--- src/sv/jwcs_pkg.sv ---
`timescale 1ns / 1ps

package jwcs_pkg;

  // Character codes the lexer looks for.
  localparam logic [7:0] ChSpace  = 8'h20;
  localparam logic [7:0] ChTab    = 8'h09;
  localparam logic [7:0] ChCr     = 8'h0D;
  localparam logic [7:0] ChLf     = 8'h0A;
  localparam logic [7:0] ChSlash  = 8'h2F;
  localparam logic [7:0] ChStar   = 8'h2A;
  localparam logic [7:0] ChBslash = 8'h5C;
  localparam logic [7:0] ChQuote  = 8'h22;
  localparam logic [7:0] ChNul    = 8'h00;

  // Depth of the queue between the front and the back.
  localparam int unsigned QDepth = 2;
  localparam int unsigned QPtrW  = $clog2(QDepth);
  localparam int unsigned QCntW  = $clog2(QDepth + 1);

  // Lexer modes, one-hot.
  typedef enum logic [5:0] {
    MODE_NORMAL     = 6'b000001,
    MODE_STR        = 6'b000010,
    MODE_STR_ESC    = 6'b000100,
    MODE_LINE       = 6'b001000,
    MODE_BLOCK      = 6'b010000,
    MODE_BLOCK_STAR = 6'b100000
  } mode_e;

  // Input word.
  typedef struct packed {
    logic [7:0] data_byte;
    logic       last;
  } in_word_t;

  // Output word.
  typedef struct packed {
    logic [7:0] out_byte;
    logic       has_byte;
    logic       end_of_text;
    logic       last_of_run;
  } out_word_t;

  // One queue entry: every result that one input word causes.
  typedef struct packed {
    logic [7:0] byte0;
    logic       has0;
    logic [7:0] byte1;
    logic       two;
    logic       eot;
  } entry_t;

  // Head of the queue as seen by the back.
  typedef struct packed {
    logic   valid;
    entry_t entry;
  } head_t;

endpackage

--- src/sv/jwcs_front.sv ---
`timescale 1ns / 1ps

module jwcs_front import jwcs_pkg::*; (
  input  logic     clk_i,
  input  logic     rst_ni,
  input  logic     fire_i,
  input  in_word_t word_i,
  output logic     push_o,
  output entry_t   entry_o
);

  mode_e mode_q, mode_d;
  logic  slash_q, slash_d;

  logic [7:0] b;
  logic       is_end;
  logic       is_space;
  logic       emit_pre;
  logic       emit_byte;
  logic       emit_end_slash;
  logic       emit_bare;

  assign b        = word_i.data_byte;
  assign is_end   = (b == ChNul) || word_i.last;
  assign is_space = (b == ChSpace) || (b == ChTab) || (b == ChCr) || (b == ChLf);

  // Classify the word under the current mode and pick the next mode.
  always_comb begin
    mode_d         = mode_q;
    slash_d        = slash_q;
    emit_pre       = 1'b0;
    emit_byte      = 1'b0;
    emit_end_slash = 1'b0;
    emit_bare      = 1'b0;
    if (b != ChNul) begin
      case (mode_q)
        MODE_STR: begin
          emit_byte = 1'b1;
          if (b == ChBslash) begin
            mode_d = MODE_STR_ESC;
          end else if (b == ChQuote) begin
            mode_d = MODE_NORMAL;
          end
        end
        MODE_STR_ESC: begin
          emit_byte = 1'b1;
          mode_d    = MODE_STR;
        end
        MODE_LINE: begin
          if (b == ChLf) mode_d = MODE_NORMAL;
        end
        MODE_BLOCK: begin
          if (b == ChStar) mode_d = MODE_BLOCK_STAR;
        end
        MODE_BLOCK_STAR: begin
          if (b == ChSlash) begin
            mode_d = MODE_NORMAL;
          end else if (b != ChStar) begin
            mode_d = MODE_BLOCK;
          end
        end
        default: begin
          mode_d  = MODE_NORMAL;
          slash_d = 1'b0;
          if (slash_q && (b == ChSlash)) begin
            mode_d = MODE_LINE;
          end else if (slash_q && (b == ChStar)) begin
            mode_d = MODE_BLOCK;
          end else begin
            // A held slash that opens no comment is released first.
            emit_pre = slash_q;
            if (b == ChSlash) begin
              slash_d = 1'b1;
            end else if (!is_space) begin
              emit_byte = 1'b1;
              if (b == ChQuote) mode_d = MODE_STR;
            end
          end
        end
      endcase
    end
    if (is_end) begin
      emit_end_slash = slash_d;
      emit_bare      = !slash_d && !emit_pre && !emit_byte;
      mode_d         = MODE_NORMAL;
      slash_d        = 1'b0;
    end
  end

  // Pack the results in order: released slash, byte, final slash, end marker.
  always_comb begin
    entry_o.byte0 = emit_pre ? ChSlash : (emit_byte ? b : (emit_end_slash ? ChSlash : ChNul));
    entry_o.has0  = !emit_bare;
    entry_o.byte1 = (emit_pre && emit_byte) ? b : ChSlash;
    entry_o.two   = (emit_pre && (emit_byte || emit_end_slash));
    entry_o.eot   = is_end;
  end

  assign push_o = fire_i && (emit_pre || emit_byte || emit_end_slash || emit_bare);

  // Lexer state.
  always_ff @(posedge clk_i or negedge rst_ni) begin
    if (!rst_ni) begin
      mode_q  <= MODE_NORMAL;
      slash_q <= 1'b0;
    end else if (fire_i) begin
      mode_q  <= mode_d;
      slash_q <= slash_d;
    end
  end

  // A slash is only ever held in normal mode.
  assert property (@(posedge clk_i) disable iff (!rst_ni)
    slash_q |-> (mode_q == MODE_NORMAL))
    else $error("slash held outside normal mode");

  // The end of a text always returns the lexer to its reset state.
  assert property (@(posedge clk_i) disable iff (!rst_ni)
    (fire_i && is_end) |=> ((mode_q == MODE_NORMAL) && !slash_q))
    else $error("lexer state not cleared after end of text");

endmodule

--- src/sv/jwcs_fifo.sv ---
`timescale 1ns / 1ps

module jwcs_fifo import jwcs_pkg::*; (
  input  logic   clk_i,
  input  logic   rst_ni,
  input  logic   push_i,
  input  entry_t entry_i,
  input  logic   pop_i,
  output logic   full_o,
  output head_t  head_o
);

  entry_t             mem_q [QDepth];
  logic [QPtrW-1:0]   wr_ptr_q;
  logic [QPtrW-1:0]   rd_ptr_q;
  logic [QCntW-1:0]   count_q;

  assign full_o       = (count_q == QCntW'(QDepth));
  assign head_o.valid = (count_q != '0);
  assign head_o.entry = mem_q[rd_ptr_q];

  // Entry storage.
  always_ff @(posedge clk_i) begin
    if (push_i) mem_q[wr_ptr_q] <= entry_i;
  end

  // Pointers and fill count.
  always_ff @(posedge clk_i or negedge rst_ni) begin
    if (!rst_ni) begin
      wr_ptr_q <= '0;
      rd_ptr_q <= '0;
      count_q  <= '0;
    end else begin
      if (push_i) wr_ptr_q <= wr_ptr_q + QPtrW'(1);
      if (pop_i)  rd_ptr_q <= rd_ptr_q + QPtrW'(1);
      case ({push_i, pop_i})
        2'b10:   count_q <= count_q + QCntW'(1);
        2'b01:   count_q <= count_q - QCntW'(1);
        default: count_q <= count_q;
      endcase
    end
  end

  // Never written when full, never read when empty.
  assert property (@(posedge clk_i) disable iff (!rst_ni)
    !(push_i && full_o) && !(pop_i && !head_o.valid))
    else $error("queue overflow or underflow");

endmodule

--- src/sv/jwcs_back.sv ---
`timescale 1ns / 1ps

module jwcs_back import jwcs_pkg::*; (
  input  logic      clk_i,
  input  logic      rst_ni,
  input  head_t     head_i,
  output logic      pop_o,
  output logic      out_valid_o,
  input  logic      out_ready_i,
  output out_word_t out_data_o
);

  logic      idx_q;
  logic      out_valid_q;
  out_word_t out_q;
  out_word_t next_word;
  logic      is_final;
  logic      load;

  // Select the pending result of the head entry.
  assign is_final = !head_i.entry.two || idx_q;
  always_comb begin
    next_word.out_byte    = idx_q ? head_i.entry.byte1 : head_i.entry.byte0;
    next_word.has_byte    = idx_q ? 1'b1 : head_i.entry.has0;
    next_word.end_of_text = head_i.entry.eot && is_final;
    next_word.last_of_run = is_final;
  end

  assign load  = head_i.valid && (!out_valid_q || out_ready_i);
  assign pop_o = load && is_final;

  // Output register.
  always_ff @(posedge clk_i) begin
    if (load) out_q <= next_word;
  end

  // Result index and output valid.
  always_ff @(posedge clk_i or negedge rst_ni) begin
    if (!rst_ni) begin
      idx_q       <= 1'b0;
      out_valid_q <= 1'b0;
    end else begin
      if (load) idx_q <= !is_final;
      if (load) begin
        out_valid_q <= 1'b1;
      end else if (out_ready_i) begin
        out_valid_q <= 1'b0;
      end
    end
  end

  assign out_valid_o = out_valid_q;
  assign out_data_o  = out_q;

  // The second result is only pending while its two-result entry heads the queue.
  assert property (@(posedge clk_i) disable iff (!rst_ni)
    idx_q |-> (head_i.valid && head_i.entry.two))
    else $error("second result pending without a two-result entry");

endmodule

--- src/sv/json_whitespace_comment_stripper.sv ---
`timescale 1ns / 1ps
// A word's first result passes through the queue and then the output register.
// Throughput: one word per cycle while out_ready_i is high and no word has two results;
// a word with two results gives them in turn and the input stalls once the queue fills.
// Reset: rst_ni is asynchronous and active low; it returns the lexer to normal mode
// with no slash held, empties the queue and drops the output valid.

module json_whitespace_comment_stripper import jwcs_pkg::*; (
  input  logic      clk_i,
  input  logic      rst_ni,
  input  logic      in_valid_i,
  output logic      in_ready_o,
  input  in_word_t  in_data_i,
  output logic      out_valid_o,
  input  logic      out_ready_i,
  output out_word_t out_data_o
);

  logic   fire;
  logic   push;
  logic   pop;
  logic   full;
  entry_t entry;
  head_t  head;

  assign in_ready_o = !full;
  assign fire       = in_valid_i && in_ready_o;

  jwcs_front u_front (
    .clk_i   (clk_i),
    .rst_ni  (rst_ni),
    .fire_i  (fire),
    .word_i  (in_data_i),
    .push_o  (push),
    .entry_o (entry)
  );

  jwcs_fifo u_fifo (
    .clk_i   (clk_i),
    .rst_ni  (rst_ni),
    .push_i  (push),
    .entry_i (entry),
    .pop_i   (pop),
    .full_o  (full),
    .head_o  (head)
  );

  jwcs_back u_back (
    .clk_i       (clk_i),
    .rst_ni      (rst_ni),
    .head_i      (head),
    .pop_o       (pop),
    .out_valid_o (out_valid_o),
    .out_ready_i (out_ready_i),
    .out_data_o  (out_data_o)
  );

endmodule

--- config.mk ---
export PLATFORM = sky130hd
export DESIGN_NAME = json_whitespace_comment_stripper
export DESIGN_NICKNAME = d
export VERILOG_FILES = /design/src/sv/jwcs_pkg.sv /design/src/sv/jwcs_front.sv /design/src/sv/jwcs_fifo.sv /design/src/sv/jwcs_back.sv /design/src/sv/json_whitespace_comment_stripper.sv
export SDC_FILE = /design/constraint.sdc
export NUM_CORES = 1
export LEC_CHECK = 0
export ABC_AREA = 1
export BUFFER_PORTS_ARGS = -buffer_cell sky130_fd_sc_hd__buf_4
export CORE_MARGIN = 4
export CORE_UTILIZATION = 55
export CTS_CLUSTER_DIAMETER = 120
export DETAILED_ROUTE_END_ITERATION = 8
export PLACE_DENSITY = 0.73
export SYNTH_ARGS = -nofsm -noshare
export SYNTH_HDL_FRONTEND = slang
export SYNTH_SLANG_ARGS = --single-unit
--- constraint.sdc ---
create_clock -name clk_i -period 5.8 [get_ports clk_i]
set_input_delay 0.29 -clock clk_i [delete_from_list [all_inputs] [get_ports clk_i]]
set_output_delay 0.29 -clock clk_i [all_outputs]
set_load 0.1 [all_outputs]
==> impl_results.md <==
* Status: completed
* Crit end category: flip-flop
* Syn Nets at 313
* Initial DRT Pass Iterations at 5
* Ant diodes at 0
* Period Utilization, post-route at approximately 46%
* Number of synthesized flops with an enable pin at 49
* Ys flop type: edfxtp_1
* Synth async-reset ratio at between 20% and 30%
* Clock tree sinks at 62
* Fin. max-slew vios at 0
* Hold WS at about 160 ps
* Total negative setup slack at 0 ps
* Synthesized area at 2950 sq um
* Seq/Total Area, Yosys at between 60 and 70%
* Min-Delay Endpoint: u_back.out_valid_o$_DFFE_PN0P_
* Area post-placement at roughly 3200 sq um
* Register bit count reported by yosys at 62
* Vias per inst at 5.30
* Synthesis Warnings at 0
* DR iter-0 viols at 181
* Setup Viol. Count Final at 0
* Critical Path Most Common Cell: nor2_1
* Final hold viol count at 0
* Gr usage total at between 10% and 20%
* Startpoint Class: flip-flop
* Arrival time at the worst endpoint at 2890 ps
* Unrepaired setup endpoints after global routing: no
* DRC at 0
* Mean Syn Cell Area at 9.85 sq um
* Flop2flop setup slack at 3110 ps
* Final wirelength at between 5000 and 6000 microns
* LEAKAGE at 1.46 nW
* Dpl hpwl at 4060 microns
* Vias in the first global route at approximately 2,100
* Final net count at approximately 350
* Switching Power at 0.780 mW
* Data required, critical path at ~6000 ps
* Power Dens Cells at 517 nW/um^2
* CTS Buf Count at 9
* Reg2reg path depth at 8
* Clk slew on worst S/H paths at 70 ps
* Synth top cells by count: 53 x nand2_1, 49 x edfxtp_1, 46 x nor2_1
* Post-Synthesis Cells at 299
* Max_slew headroom at 24.8%
* Synth top area share at 49.9%
* Sequential Power Share at 39.6%
* Root buffer cell: clkbuf_8
* WL/cell at 13.8 microns
* Initial core utilization at around 57%
* Worst-path fanout max at 21
* Net Sw Frac at 44.2%
* Share of layout cells above drive strength 1 at 21.0%
* Critical Path Max Stage Delay at 740 ps
* Worst clock skew at 12.1 ps
* Crit-path cells: clkinv_1, nor2_1, nor3_1, nor2_1, ha_1, a21oi_1, o21ai_0, xor2_1
* RR Startpoint: u_fifo.rd_ptr_q$_DFFE_PN0P_
* Largest net degree at the start of global routing at 22
* Synth top area cells: edfxtp_1 50%, dfrtp_1 10%, nand2_1 6.8%, nor2_1 5.9%, o21ai_0 3.7%
* Hold path cells at 2
* Antenna violations before repair at 0
* Most frequent cell after synthesis: nand2_1
* Core Region at between 5000 and 6000 sq um
* P&R area growth vs syn at 15.7%
* First-pass GRT wire length at 9530 microns
* Post-CTS sizing at 0
* Clock latency on the worst-skew pair at 330 ps
* H-tree depth at 3
* I/O pins at 26
* Worst-path cell with the longest stage delay: dfrtp_1
* Synth area leader: edfxtp_1
* Fmax at 372 MHz
* Internal power at roughly 0.98 mW
* CTS Buffer Depth at 2
* VDD IR-drop max at 0.000243 V
* Tmin final at 2690 ps
* Final ANT Viol Nets at 0
* Hold Path Origin: out_ready_i
* Grt ovf at 0
* Horiz. Die Dim at 81.2 microns
* IO Port Bufs at 25
* Critical path type: reg2reg
* Worst-margin pin slew at 1130 ps
* Routability cong. at 0.877
* Synth cell types at 32
* Die Span Y at around 80 microns
* CTS tree: done
* DIE AREA at 6590 sq um
* Area of all placed cells without fillers at 3410 sq um
* Routed vias at 2,164
* Reg2reg end: u_fifo.count_q[1]$_DFFE_PN0P_
* Hold Crit Class: in2reg
* Clock network power share at 20.0%
* Num rows at 26
* Comb pwr share at 40.5%
* Max-Cap Viols at 0
==> state kept, by name, indices dropped and copies added (netlist names) <==
signal              cells
u_fifo.count_q          2
u_back.out_valid_o      1
u_front.slash_q         1
u_back.out_data_o      11
u_fifo.wr_ptr_q         1
u_back.idx_q            1
u_front.mode_q          6
u_fifo.mem_q           38
u_fifo.rd_ptr_q         1
==> worst max path at each step <==
stage / from / endpoint / slack [ps] / cells after the start
6_report: u_fifo.rd_ptr_q$_DFFE_PN0P_ / u_fifo.count_q[1]$_DFFE_PN0P_ / 3110 / 8
3_5_place_dp: u_fifo.count_q[0]$_DFFE_PN0P_ / u_fifo.count_q[1]$_DFFE_PN0P_ / 3150 / 8
2_1_floorplan: u_fifo.count_q[0]$_DFFE_PN0P_ / u_fifo.mem_q[1][0]$_DFFE_PP_ / 3090 / 6
4_1_cts: u_fifo.count_q[0]$_DFFE_PN0P_ / u_fifo.count_q[1]$_DFFE_PN0P_ / 3140 / 8
3_3_place_gp: u_fifo.count_q[0]$_DFFE_PN0P_ / u_fifo.count_q[1]$_DFFE_PN0P_ / 3250 / 8
5_1_grt: u_fifo.rd_ptr_q$_DFFE_PN0P_ / u_fifo.count_q[1]$_DFFE_PN0P_ / 2840 / 8
==> power groups by stage <==
| stage | Clock, mW | Sequential, mW | Combinational (mW) |
|---|---|---|---|
| after floorplan | 0 | 0.988 | 0.276 |
| after global placement | 0 | 0.704 | 0.706 |
| after detailed placement | 0 | 0.707 | 0.717 |
| after CTS | 0.360 | 0.697 | 0.718 |
| after global routing | 0.383 | 0.711 | 0.769 |
| final | 0.353 | 0.698 | 0.713 |
==> per-stage QoR <==
step           total power [mW]  setup WS [ps]  utilization, %  cells
2_1_floorplan              1.26           3090               -    299
3_3_place_gp               1.41           3250            62.5    391
3_5_place_dp               1.42           3150            62.5    391
4_1_cts                    1.78           3140            66.3    408
5_1_grt                    1.86           2840            66.3    408
6_report                   1.76           3110            66.3    408
==> cells in the final DEF (no fill, tap or decap), drive strengths merged, types with 2 or more instances in the layout <==
cell and count:
o21ai 22, nor2 52, clkbuf 11, o22ai 9, nand3 23, inv 36, xor2 2, dfrtp 12
nand2 64, buf 26, a21oi 4, nor3 5, clkinv 4, edfxtp 49, nand4 7
==> critical path: cells and delay by family, from the launching register on <==
family	cells	cell delay [ps]
buffers and inverters	1	610
AO/OA/AOI/OAI	2	210
flip-flops	1	740
XOR/XNOR	1	150
adder cells (fa/ha/maj)	1	300
AND/OR/NAND/NOR	3	560
==> logic make-up after synthesis <==
kind of cell,count (synthesis),synth area share [%]
compound gates,37,6.79
buf+inv,41,5.22
simple gates,155,25.6
fa+ha+maj,1,0.425
xor+xnor,3,0.892
flops,62,61.0
==> cell type report <==
cell class	instances	area, sq um
inverters	37	139
clock buffers	11	131
multi-input cells	196	995
fillers	425	1730
flip-flops and latches	62	1800
clock inverters	5	52.6
repair buffers	27	205
well taps	70	87.6
==> metal layers <==
metal	global-route usage (%)	vias to the layer above	routed length, microns
met5	0	-	0
met4	8.45	0	36
met3	5.32	2	357
met2	31.0	72	2710
met1	25.8	1004	2530
li1	-	1086	-
==> timing repair <==
item,4_1_cts,5_1_grt
hold buffers,1,0
buffers inserted,0,0
endpoints found under the hold margin,12,0
No activity file was read; power rests on OpenSTA's default activity.
